### src/design/tcce_pkg.sv
// ============================================================================
// tcce_pkg: shared types and constants of the text console cursor engine
// Field widths, operation and register codes, command/result/config beats
// and the backspace flag rule.
// ============================================================================
package tcce_pkg;

    // Field widths
    localparam int ROW_W  = 5;
    localparam int COL_W  = 7;
    localparam int CHR_W  = 8;
    localparam int STOP_W = 8;

    // Default geometry
    localparam int DEF_COLUMNS = 80;
    localparam int DEF_ROWS    = 25;

    // Fixed values
    localparam logic [ROW_W-1:0] MIN_START_ROW  = 5'd3;
    localparam logic [ROW_W-1:0] CUR_ROW_RST    = 5'd3;
    localparam logic [CHR_W-1:0] ATTR_HIGHLIGHT = 8'h30;
    localparam logic [CHR_W-1:0] ATTR_NORMAL    = 8'h0F;
    localparam logic [CHR_W-1:0] BLANK_CHAR     = 8'h20;

    // Operation codes
    typedef enum logic [2:0] {
        OP_PUT    = 3'd0,
        OP_NL     = 3'd1,
        OP_BS     = 3'd2,
        OP_SET    = 3'd3,
        OP_CLEAR  = 3'd4,
        OP_READ   = 3'd5,
        OP_HL     = 3'd6,
        OP_UNHL   = 3'd7
    } t_op;

    // Register indexes
    typedef enum logic [1:0] {
        REG_START_COL = 2'd0,
        REG_START_ROW = 2'd1,
        REG_BS_STOP   = 2'd2,
        REG_NONE      = 2'd3
    } t_reg_idx;

    // Command beat
    typedef struct packed {
        logic [2:0]       operation;
        logic [CHR_W-1:0] character;
        logic [ROW_W-1:0] row;
        logic [COL_W-1:0] column;
    } t_cmd;

    // Result beat
    typedef struct packed {
        logic [CHR_W-1:0] read_char;
        logic [CHR_W-1:0] read_attr;
        logic             read_ok;
        logic [ROW_W-1:0] cursor_row_out;
        logic [COL_W-1:0] cursor_col_out;
        logic             backspace_allowed;
    } t_result;

    // Configuration registers
    typedef struct packed {
        logic [COL_W-1:0]         start_column;
        logic [ROW_W-1:0]         start_row;
        logic signed [STOP_W-1:0] backspace_stop;
    } t_cfg;

    // Cursor unit answer
    typedef struct packed {
        logic [ROW_W-1:0] row;
        logic [COL_W-1:0] col;
        logic             scroll;
        logic             ok;
    } t_cur_next;

    // Backspace allowed: negative stop, or stop not above the column
    function automatic logic bs_allowed(input logic signed [STOP_W-1:0] stop,
                                        input logic [COL_W-1:0] col);
        logic signed [STOP_W-1:0] col_s;
        col_s = $signed(STOP_W'(col));
        return stop[STOP_W-1] || (col_s >= stop);
    endfunction

endpackage

### src/design/tcce_cursor.sv
// ============================================================================
// tcce_cursor: next-cursor logic
// Works out the cursor after one command, whether a scroll is needed and
// whether the addressed position is valid.
// ============================================================================
module tcce_cursor
    import tcce_pkg::*;
#(
    parameter int COLUMNS = DEF_COLUMNS,
    parameter int ROWS    = DEF_ROWS
) (
    input  t_cmd             i_cmd,
    input  logic [ROW_W-1:0] i_cur_row,
    input  logic [COL_W-1:0] i_cur_col,
    input  t_cfg             i_cfg,
    output t_cur_next        o_next
);

    localparam logic [COL_W-1:0] LAST_COL = COL_W'(COLUMNS - 1);
    localparam logic [ROW_W-1:0] LAST_ROW = ROW_W'(ROWS - 1);
    localparam logic [COL_W:0]   COL_LIM  = (COL_W + 1)'(COLUMNS);
    localparam logic [ROW_W:0]   ROW_LIM  = (ROW_W + 1)'(ROWS);

    logic ok;

    assign ok = ({1'b0, i_cmd.row} < ROW_LIM) && ({1'b0, i_cmd.column} < COL_LIM);

    always_comb begin
        o_next.row    = i_cur_row;
        o_next.col    = i_cur_col;
        o_next.scroll = 1'b0;
        o_next.ok     = ok;
        case (i_cmd.operation)
            OP_PUT: begin
                if (i_cur_col >= LAST_COL) begin
                    if (i_cur_row >= LAST_ROW) begin
                        o_next.scroll = 1'b1;
                        o_next.row    = LAST_ROW;
                    end else begin
                        o_next.row = i_cur_row + 1'b1;
                    end
                    o_next.col = i_cfg.start_column;
                end else begin
                    o_next.col = i_cur_col + 1'b1;
                end
            end
            OP_NL: begin
                if (i_cur_row >= LAST_ROW) begin
                    o_next.scroll = 1'b1;
                    o_next.row    = LAST_ROW;
                end else begin
                    o_next.row = i_cur_row + 1'b1;
                end
                o_next.col = i_cfg.start_column;
            end
            OP_BS: begin
                // at the start column step back to the previous row end,
                // except on the region top row or the first row
                if (i_cur_col == i_cfg.start_column) begin
                    if (i_cur_row != i_cfg.start_row && i_cur_row != '0) begin
                        o_next.row = i_cur_row - 1'b1;
                        o_next.col = LAST_COL;
                    end
                end else if (i_cur_col != '0) begin
                    o_next.col = i_cur_col - 1'b1;
                end
            end
            OP_SET: begin
                if (ok) begin
                    o_next.row = i_cmd.row;
                    o_next.col = i_cmd.column;
                end
            end
            default: begin
            end
        endcase
    end

endmodule

### config.mk
export PLATFORM = sky130hd
export DESIGN_NAME = tcce_cursor
export DESIGN_NICKNAME = d
export VERILOG_FILES = /design/src/design/tcce_pkg.sv /design/src/design/tcce_cursor.sv
export SDC_FILE = /design/constraint.sdc
export NUM_CORES = 1
export LEC_CHECK = 0
export BUFFER_PORTS_ARGS = -buffer_cell sky130_fd_sc_hd__buf_2
export CORE_MARGIN = 2
export CORE_UTILIZATION = 49
export DETAILED_ROUTE_END_ITERATION = 10
export PLACE_DENSITY = 0.85
export SLEW_MARGIN = 30
export SYNTH_ARGS = -nofsm -noshare
export SYNTH_HDL_FRONTEND = slang
export SYNTH_SLANG_ARGS = --single-unit
export TNS_END_PERCENT = 30
### constraint.sdc
create_clock -name vclk -period 4.1
set_input_delay 1.025 -clock vclk [all_inputs]
set_output_delay 1.025 -clock vclk [all_outputs]
set_load 0.01 [all_outputs]
==> results of run 1 <==
==> power by group <==
part | total [uW] | switching [uW] | internal (uW)
Sequential | 0 | 0 | 0
Clock | 0 | 0 | 0
Combinational | 182 | 104 | 78.8
Total | 182 | 104 | 78.8
==> Yosys cell counts, types with 6 or more instances <==
library cell               instances
sky130_fd_sc_hd__nor3_1            6
sky130_fd_sc_hd__o21ai_0          16
sky130_fd_sc_hd__nor2_1           11
sky130_fd_sc_hd__nand2_1          12
sky130_fd_sc_hd__ha_1              6
sky130_fd_sc_hd__clkbuf_1          8
sky130_fd_sc_hd__inv_1             7
sky130_fd_sc_hd__xor2_1            7
sky130_fd_sc_hd__buf_2            10
sky130_fd_sc_hd__xnor2_1          12
==> logic make-up (layout without fill, tap and decap cells) <==
group,after synthesis,in the layout
fa+ha+maj,6,6
mux,6,6
simple gates,63,63
buf+inv,28,67
compound gates,79,79
xor+xnor,19,19
==> stage by stage <==
stage          utilization [%]  total power, uW  hold slack, ns
2_1_floorplan                -            119.0           2.213
3_3_place_gp             59.79            175.2           2.419
3_5_place_dp             59.79            178.0           2.422
6_report                 59.83            182.4           2.421
5_1_grt                  59.83            199.3           2.464
4_1_cts                  59.79            178.9           2.418
==> final cells by class <==
| cell class | count | area [sq um] | area share (%) |
|---|---|---|---|
| Inverter | 7 | 26.28 | 1.620 |
| Tap cell | 31 | 38.79 | 2.392 |
| Multi-Input combinational cell | 173 | 1239 | 76.39 |
| Timing Repair Buffer | 60 | 317.8 | 19.60 |
==> layout by cell type, fill, tap and decap left out, types with 3 or more instances in the layout <==
master | synthesis | routed
sky130_fd_sc_hd__a211oi_1 | 3 | 3
sky130_fd_sc_hd__a21oi_1 | 4 | 4
sky130_fd_sc_hd__a221oi_1 | 3 | 3
sky130_fd_sc_hd__a31o_2 | 4 | 4
sky130_fd_sc_hd__a31oi_1 | 3 | 3
sky130_fd_sc_hd__a41oi_1 | 5 | 5
sky130_fd_sc_hd__and2_1 | 4 | 4
sky130_fd_sc_hd__and3_1 | 4 | 4
sky130_fd_sc_hd__buf_2 | 10 | 53
sky130_fd_sc_hd__buf_4 | 2 | 7
sky130_fd_sc_hd__ha_1 | 6 | 6
sky130_fd_sc_hd__inv_1 | 7 | 7
sky130_fd_sc_hd__mux2i_1 | 5 | 5
sky130_fd_sc_hd__nand2_1 | 12 | 12
sky130_fd_sc_hd__nand3_1 | 5 | 5
sky130_fd_sc_hd__nand4_1 | 3 | 3
sky130_fd_sc_hd__nor2_1 | 11 | 11
sky130_fd_sc_hd__nor2b_1 | 3 | 3
sky130_fd_sc_hd__nor3_1 | 6 | 6
sky130_fd_sc_hd__o21a_1 | 3 | 3
sky130_fd_sc_hd__o21ai_0 | 16 | 16
sky130_fd_sc_hd__o21ai_1 | 4 | 4
sky130_fd_sc_hd__o221ai_1 | 3 | 3
sky130_fd_sc_hd__o2bb2ai_1 | 3 | 3
sky130_fd_sc_hd__o31ai_1 | 4 | 4
sky130_fd_sc_hd__xnor2_1 | 12 | 12
sky130_fd_sc_hd__xor2_1 | 7 | 7
==> worst max-delay path: stages <==
cell,delay (ns)
sky130_fd_sc_hd__buf_2,0.18
sky130_fd_sc_hd__ha_1,0.27
sky130_fd_sc_hd__a21o_1,0.18
sky130_fd_sc_hd__a31o_2,0.30
sky130_fd_sc_hd__and2_4,0.20
sky130_fd_sc_hd__a221oi_1,0.30
sky130_fd_sc_hd__o311ai_1,0.15
sky130_fd_sc_hd__a22o_1,0.19
sky130_fd_sc_hd__buf_2,0.13
==> metal layers <==
metal | share of wire, % | vias to the layer above | routed length, microns | GRT usage [%]
met1 | 41 | 825 | 1815 | 36.26
met5 | 0 | - | 0 | 0
li1 | - | 855 | - | -
met2 | 47 | 109 | 2106 | 47.51
met3 | 11 | 6 | 483 | 1.382
met4 | 0.94 | 0 | 42 | 5.980
==> what timing repair did <==
action / in CTS / in global routing
endpoints found under the setup margin: 0 / 1
resized for setup: 0 / 1
hold buffers: 0 / 0
==> worst paths after layout <==
path	to	depth (start not counted)	start	slack [ns]
max	o_next[6]	9	i_cur_col[0]	0.15
min	o_next[10]	4	i_cmd[8]	2.42
==> reports/summary.md, run 1 <==
The flow ran to the end, and the final reports show no timing, DRC or antenna violations. Sequential cells placed in the final layout were counted as 0. Synthesis produced a netlist with a net count of 262. The mapped netlist covers 1370 sq um. Summing the areas of all compound-gate instances in the mapped netlist gives 42.56% of the synthesized area. Once routing completed, OpenROAD measured the worst setup slack at 0.1487 ns. After synthesis, the mean cell area works out to 6.816 sq um. STA classifies the critical path startpoint as an input port. The worst-case vdd ir drop was 0.07808 mV. The adder and majority gate portion of the synthesized area was 5.479%; the area added between synthesis and finish was 18.36%.

Dividing the final minimum period by the clock period gives 96.37%. The run gives 0 as the antenna diode count. The number of iterations in the first detailed-routing pass came out at 5. The path type of the worst setup path was input port to output port. The filler cells instantiated in the layout total 286. Post-CTS timing repair inserted 0 buffers for setup.

The routed design has 4448 microns of wire. The run gives 1,795 as the vias after detailed routing. The number of max-capacitance violations reported is 0, and the relative slew slack is 68.91%.

The synthesized netlist devotes 25.66% of its cell area to simple gates. The worst setup path is captured at an output port. At the end of routability-driven placement, the weighted congestion stood at 0.9933. Once placement finished, the instance area stood at 1620 sq um. Summed over all failing endpoints, the final setup total negative slack is 0 ns. In this run the power density over the cells is 112.5 nW/um^2. The share of synthesized area in the top cell type comes to 7.671%. After routing the design area is 1622 sq um.

For the pin with the worst max-slew slack, the measured transition is 0.4606 ns. The run gives 0 as the total count of hold-check failures in the final report. The tools report the sequential-to-total area share from yosys stat as 0%.

After detailed routing, the number of vias per cell comes to 6.624. The finished layout holds 271 standard cells, fillers aside. The worst path in the final design needs a cycle of 3.951 ns, including I/O delays and setup. The count of pins on the block boundary was 69; the full die area was 3235 sq um. The kind of path behind the tightest hold check was input port to output port. Synthesis handed over a netlist of 201 instances.

Of all nets on the critical path, the largest fanout is 11. Data on the critical path is required at its endpoint by 3.07 ns. The count of buffers added on input and output ports is 53.

After detailed routing, the average wire length per cell comes to 16.41 microns. Derived from the worst setup path, the maximum achievable clock frequency is 253.1 MHz. Summed over all nets, the half-perimeter wirelength after detailed placement is 3398 microns.

The run gives 20 as the maximum number of pins on one net before global-route repair. For this run, the number of Yosys warnings is 0. Number of antenna violations at the first check in global routing: 0. The floorplan step set the die height to 56.88 microns. In the final layout, the share of cells above drive strength 1 is 29.58%.

Combinational family with the most area after synthesis: compound AO/OA/AOI/OAI gates. The mux cell area share after synthesis was 4.475%; the placed instance count was 271. For the number of rows created at floorplan, the log shows 19.

The analysis attributes to cell leakage a power of 0.0007049 uW. Setup violations remaining at the end of the flow were counted as 0. The count of nets left with antenna violations once routing finished came out at 0. After synthesis, the cell types taking the most area are sky130_fd_sc_hd__xnor2_1, sky130_fd_sc_hd__o21ai_0, sky130_fd_sc_hd__ha_1. Setup repair after global routing left no endpoint under its margin.

The total area inside the core boundary comes to 2710 sq um. The tools report the number of DRC markers in iteration 0 as 127. In the global route stage, overall resource usage came out at 27.06%. The clock buffers instantiated in the layout total 0.

The floorplan step set the die width to 56.88 microns. The net count of the finished layout is 303. The global-route wire length before repair is 7307 microns. For this configuration, the core starts out at a cell density of 50.55%. Registers take 0 sq um. The synthesized netlist devotes 12.15% of its cell area to XOR and XNOR gates.

Of all cell types, the one taking the most synthesized area is sky130_fd_sc_hd__xnor2_1. The logs give 1,683 for the number of global-route vias before repair and 0.1631 ns for the worst setup slack before clock tree synthesis. The final routed DRC violation total is 0. The number of different library cells used by synthesis comes to 60. Global routing finished with a remaining overflow of 0. For the number of slew-limit violations in the final report, the log shows 0. The arrival time at the worst endpoint was 2.93 ns.
Power figures use the tool's default switching activity.
==> inputs of run 2 (changes only) <==
--- a/config.mk
+++ b/config.mk
@@ -5,11 +5,12 @@
 export SDC_FILE = /design/constraint.sdc
 export NUM_CORES = 1
 export LEC_CHECK = 0
+export ABC_AREA = 1
 export BUFFER_PORTS_ARGS = -buffer_cell sky130_fd_sc_hd__buf_2
 export CORE_MARGIN = 2
-export CORE_UTILIZATION = 49
+export CORE_UTILIZATION = 50
 export DETAILED_ROUTE_END_ITERATION = 10
-export PLACE_DENSITY = 0.85
+export PLACE_DENSITY = 0.83
 export SLEW_MARGIN = 30
 export SYNTH_ARGS = -nofsm -noshare
 export SYNTH_HDL_FRONTEND = slang
==> reports/summary.md, run 2 <==
The antenna diode count is 0 (unchanged), and the area added between synthesis and finish is 15.15%. Portion of total power attributed to sequential cells: 0% (unchanged). The leakage dissipation was 0.001138 uW (+61%); the total of endpoints with negative setup slack in the final report was 0 (unchanged). Setup repair after global routing left no endpoint under its margin. The final critical-path share of the clock period works out to 89.76% (-6.6 points). The run gives 20 (+1) as the number of rows created at floorplan. The area used by sequential logic in the layout was 0 sq um (unchanged); the detailed placer's ending HPWL was 3725 microns (+9.6%). The run gives 0.9108 (-8.3%) as the placer's final routability congestion estimate. The non-filler instance count after layout is 428 (+58%). The number of antenna violations at the first check in global routing is 0 (unchanged), and the full die area is 3709 sq um (+15%). The logs give 0% (unchanged) for the clock network fraction of design power and 26 (-57%) for the number of unique standard cell types used by synthesis.

The total count of hold-check failures in the final report was 0 (unchanged); the area of the mapped netlist was 1619 sq um (+18%). The logs give 66.26 uW (-16%) for the cell internal power dissipation and 0 (unchanged) for the sequential cell count. The cell type contributing the most total cell area after synthesis is sky130_fd_sc_hd__nand2_1.

For the clock buffer count in the final layout, the log shows 0 (unchanged). The areal power density over the cells works out to 99.20 nW/um^2 (-12%). The logs give 1360 sq um (+9.8%) for the area used by multi-input combinational logic and 26.75% (-0.31 points) for the overall routing resource usage. The ratio of cells with drive above 1 in the final layout works out to 19.53% (-10 points). The combinational share of power came out at 100.0% (about the same). The count of hold buffers inserted by post-cts repair is 0 (unchanged).

The run finished with clean final reports. The number of iterations in the first detailed-routing pass came out at 5 (unchanged). The tools report the starting utilization of the core area as 52.60% (+2.0 points). The sum of negative setup slack was 0 ns (unchanged); the achievable clock frequency was 271.7 MHz (+7.4%). The final design utilization came out at 60.57% (+0.74 points). The run gives 23 (+15%) as the maximum number of pins on one net before global-route repair. For the number of max-capacitance violations reported, the log shows 0 (unchanged). The worst setup path endpoint was o_next[9]. Tracing the worst setup path back leads to its startpoint at i_cmd[22]. The final routed wire length divided by cell count works out to 11.41 microns (-30%).

For the Yosys warning count, the log shows 0 (unchanged). The count of buffers from port buffering was 53 (unchanged); the final-stage net count was 447 (+48%). The leftover overflow at the end of global routing was 0 (unchanged); the arrival time at the worst endpoint was 2.66 ns (-0.27 ns). The tools report the count of antenna-violating nets left after detailed routing as 0 (unchanged).

The run gives 354 (+24%) as the final-layout fill cell count. The post-synth net total is 404 (+54%), and the highest fanout seen on the critical path is 17 (+6). For the sequential-to-total area share from yosys stat, the log shows 0% (unchanged). The run gives 0 (unchanged) as the final routed DRC violation total.

The die outline width is 60.91 microns (+7.1%). Chip height: 60.91 microns (+7.1%). The placed instance count is 428 (+58%). The run gives 343 (+71%) as the gate count of the mapped netlist. The run gives 1,937 (+15%) as the number of global-route vias before repair. Synthesized area divided by synthesized cell count: 4.720 sq um (-31%). Wire length reported by the detailed router: 4884 microns (+9.8%).

The run gives 7907 microns (+8.2%) as the global-route wire length before repair. For the relative slew slack, the log shows 53.64% (-15 points). STA classifies the critical path startpoint as an input port. The fraction of power spent switching nets came out at 64.17% (+7.4 points).

The buffers inserted during post-CTS setup optimization was 0 (unchanged). Area share of the largest cell type after synthesis: 25.50% (+18 points). The commonest cells after synthesis are sky130_fd_sc_hd__nand2_1, sky130_fd_sc_hd__nor2_1, sky130_fd_sc_hd__nand3_1. For the count of pins on the block boundary, the log shows 69 (unchanged). sky130_fd_sc_hd__nand2_1 is the most common cell in the netlist.

The number of slew-limit violations in the final report came out at 0 (unchanged). Kind of path behind the tightest hold check: input port to output port. The via count normalized by instance count came out at 5.446 (-18%).

The post-cts sizing count is 0 (unchanged). Leaving out fill and tap cells, the most frequent cells in the layout are sky130_fd_sc_hd__nand2_1, sky130_fd_sc_hd__buf_2, sky130_fd_sc_hd__nor2_1, sky130_fd_sc_hd__nand3_1, sky130_fd_sc_hd__inv_1. The critical path in this run is classified as input port to output port.

The number of DRC markers in iteration 0 was 130 (+2.4%); the worst-case vdd ir drop was 0.05032 mV (-36%). The library cell used most frequently in the layout, excluding fill and tap cells, is sky130_fd_sc_hd__nand2_1. For the vias after detailed routing, the log shows 2,331 (+30%).

The minimum period implied by the final worst setup slack is 3.680 ns (-0.2709 ns). The worst setup path is captured at an output port. The core footprint came out at 3078 sq um (+14%). The tools report the required time of the critical path as 3.07 ns (about the same). The slew at the pin with the worst max-slew slack works out to 0.6937 ns (+0.2331 ns). By area the synthesized netlist is led by sky130_fd_sc_hd__nand2_1, sky130_fd_sc_hd__nand3_1, sky130_fd_sc_hd__nor2_1. Switching power: 118.7 uW (+15%).
[run 2: changes by cell type in the layout (fill, tap and decap cells not counted), sizes merged, moves of 10 or more]
cell / previous run / this run
a21oi: 5 / 17
inv: 7 / 45
nand2: 12 / 113
nand3: 5 / 45
nor2: 12 / 54
xnor2: 12 / 2
[run 2: kinds of logic after synthesis]
family | Yosys count | share of synthesized area [%]
adders and majority gates | 6 | 4.637
AOI/OAI and AO/OA | 45 | 14.76
xor gates and xnor gates | 10 | 5.410
and+or+nand+nor | 223 | 59.20
buffers and inverters | 59 | 16.00
[run 2: how the worst min path moves through the flow]
stage / from / endpoint / slack, ns / cells after the start
detailed placement: i_cmd[1] / o_next[3] / 2.42 / 4
global placement: i_cmd[1] / o_next[3] / 2.42 / 4
CTS: i_cmd[1] / o_next[3] / 2.43 / 4
finish: i_cur_row[1] / o_next[10] / 2.44 / 4
floorplan: i_cur_row[1] / o_next[10] / 2.18 / 2
global route: i_cur_row[1] / o_next[10] / 2.47 / 4
[run 2: per-layer routing]
layer | share of wire (%) | GRT usage, % | wire length, microns
met5 | 0 | 0 | 0
met4 | 1.4 | 6.522 | 69
met3 | 8.9 | 0.8529 | 436
met2 | 46 | 46.24 | 2236
met1 | 44 | 36.66 | 2142
[run 2: metrics by stage]
step	worst slack (ns)	total power (uW)	hold WS (ns)	instance area, sq um
after global placement	0.5078	177.3	2.416	1864
final	0.4196	184.9	2.442	1864
after detailed placement	0.4655	181.4	2.424	1864
after global routing	0.2519	207.6	2.467	1864
after CTS	0.4649	182.2	2.426	1864
after floorplan	0.9649	123.8	2.180	1619
[run 2: cell type report]
class                      count  share of cell area [%]
inverter                      45                   9.060
multi-input combinational    284                   72.95
tap                           44                   2.953
timing repair buffer          55                   15.03
[run 2: worst max-delay path, cell delays in order]
cell	delay (ns)
sky130_fd_sc_hd__buf_2	0.32
sky130_fd_sc_hd__inv_1	0.17
sky130_fd_sc_hd__nand3_1	0.42
sky130_fd_sc_hd__inv_1	0.13
sky130_fd_sc_hd__nand3_1	0.11
sky130_fd_sc_hd__nand2_1	0.05
sky130_fd_sc_hd__nor2_1	0.12
sky130_fd_sc_hd__nand3_1	0.08
sky130_fd_sc_hd__nand2_1	0.06
sky130_fd_sc_hd__inv_1	0.03
sky130_fd_sc_hd__buf_2	0.12
[run 2: power by group through the flow]
stage	Combinational [uW]	Sequential [uW]	Clock, uW
final	185	0	0
after global placement	177	0	0
after CTS	182	0	0
after global routing	208	0	0
after floorplan	124	0	0
after detailed placement	181	0	0
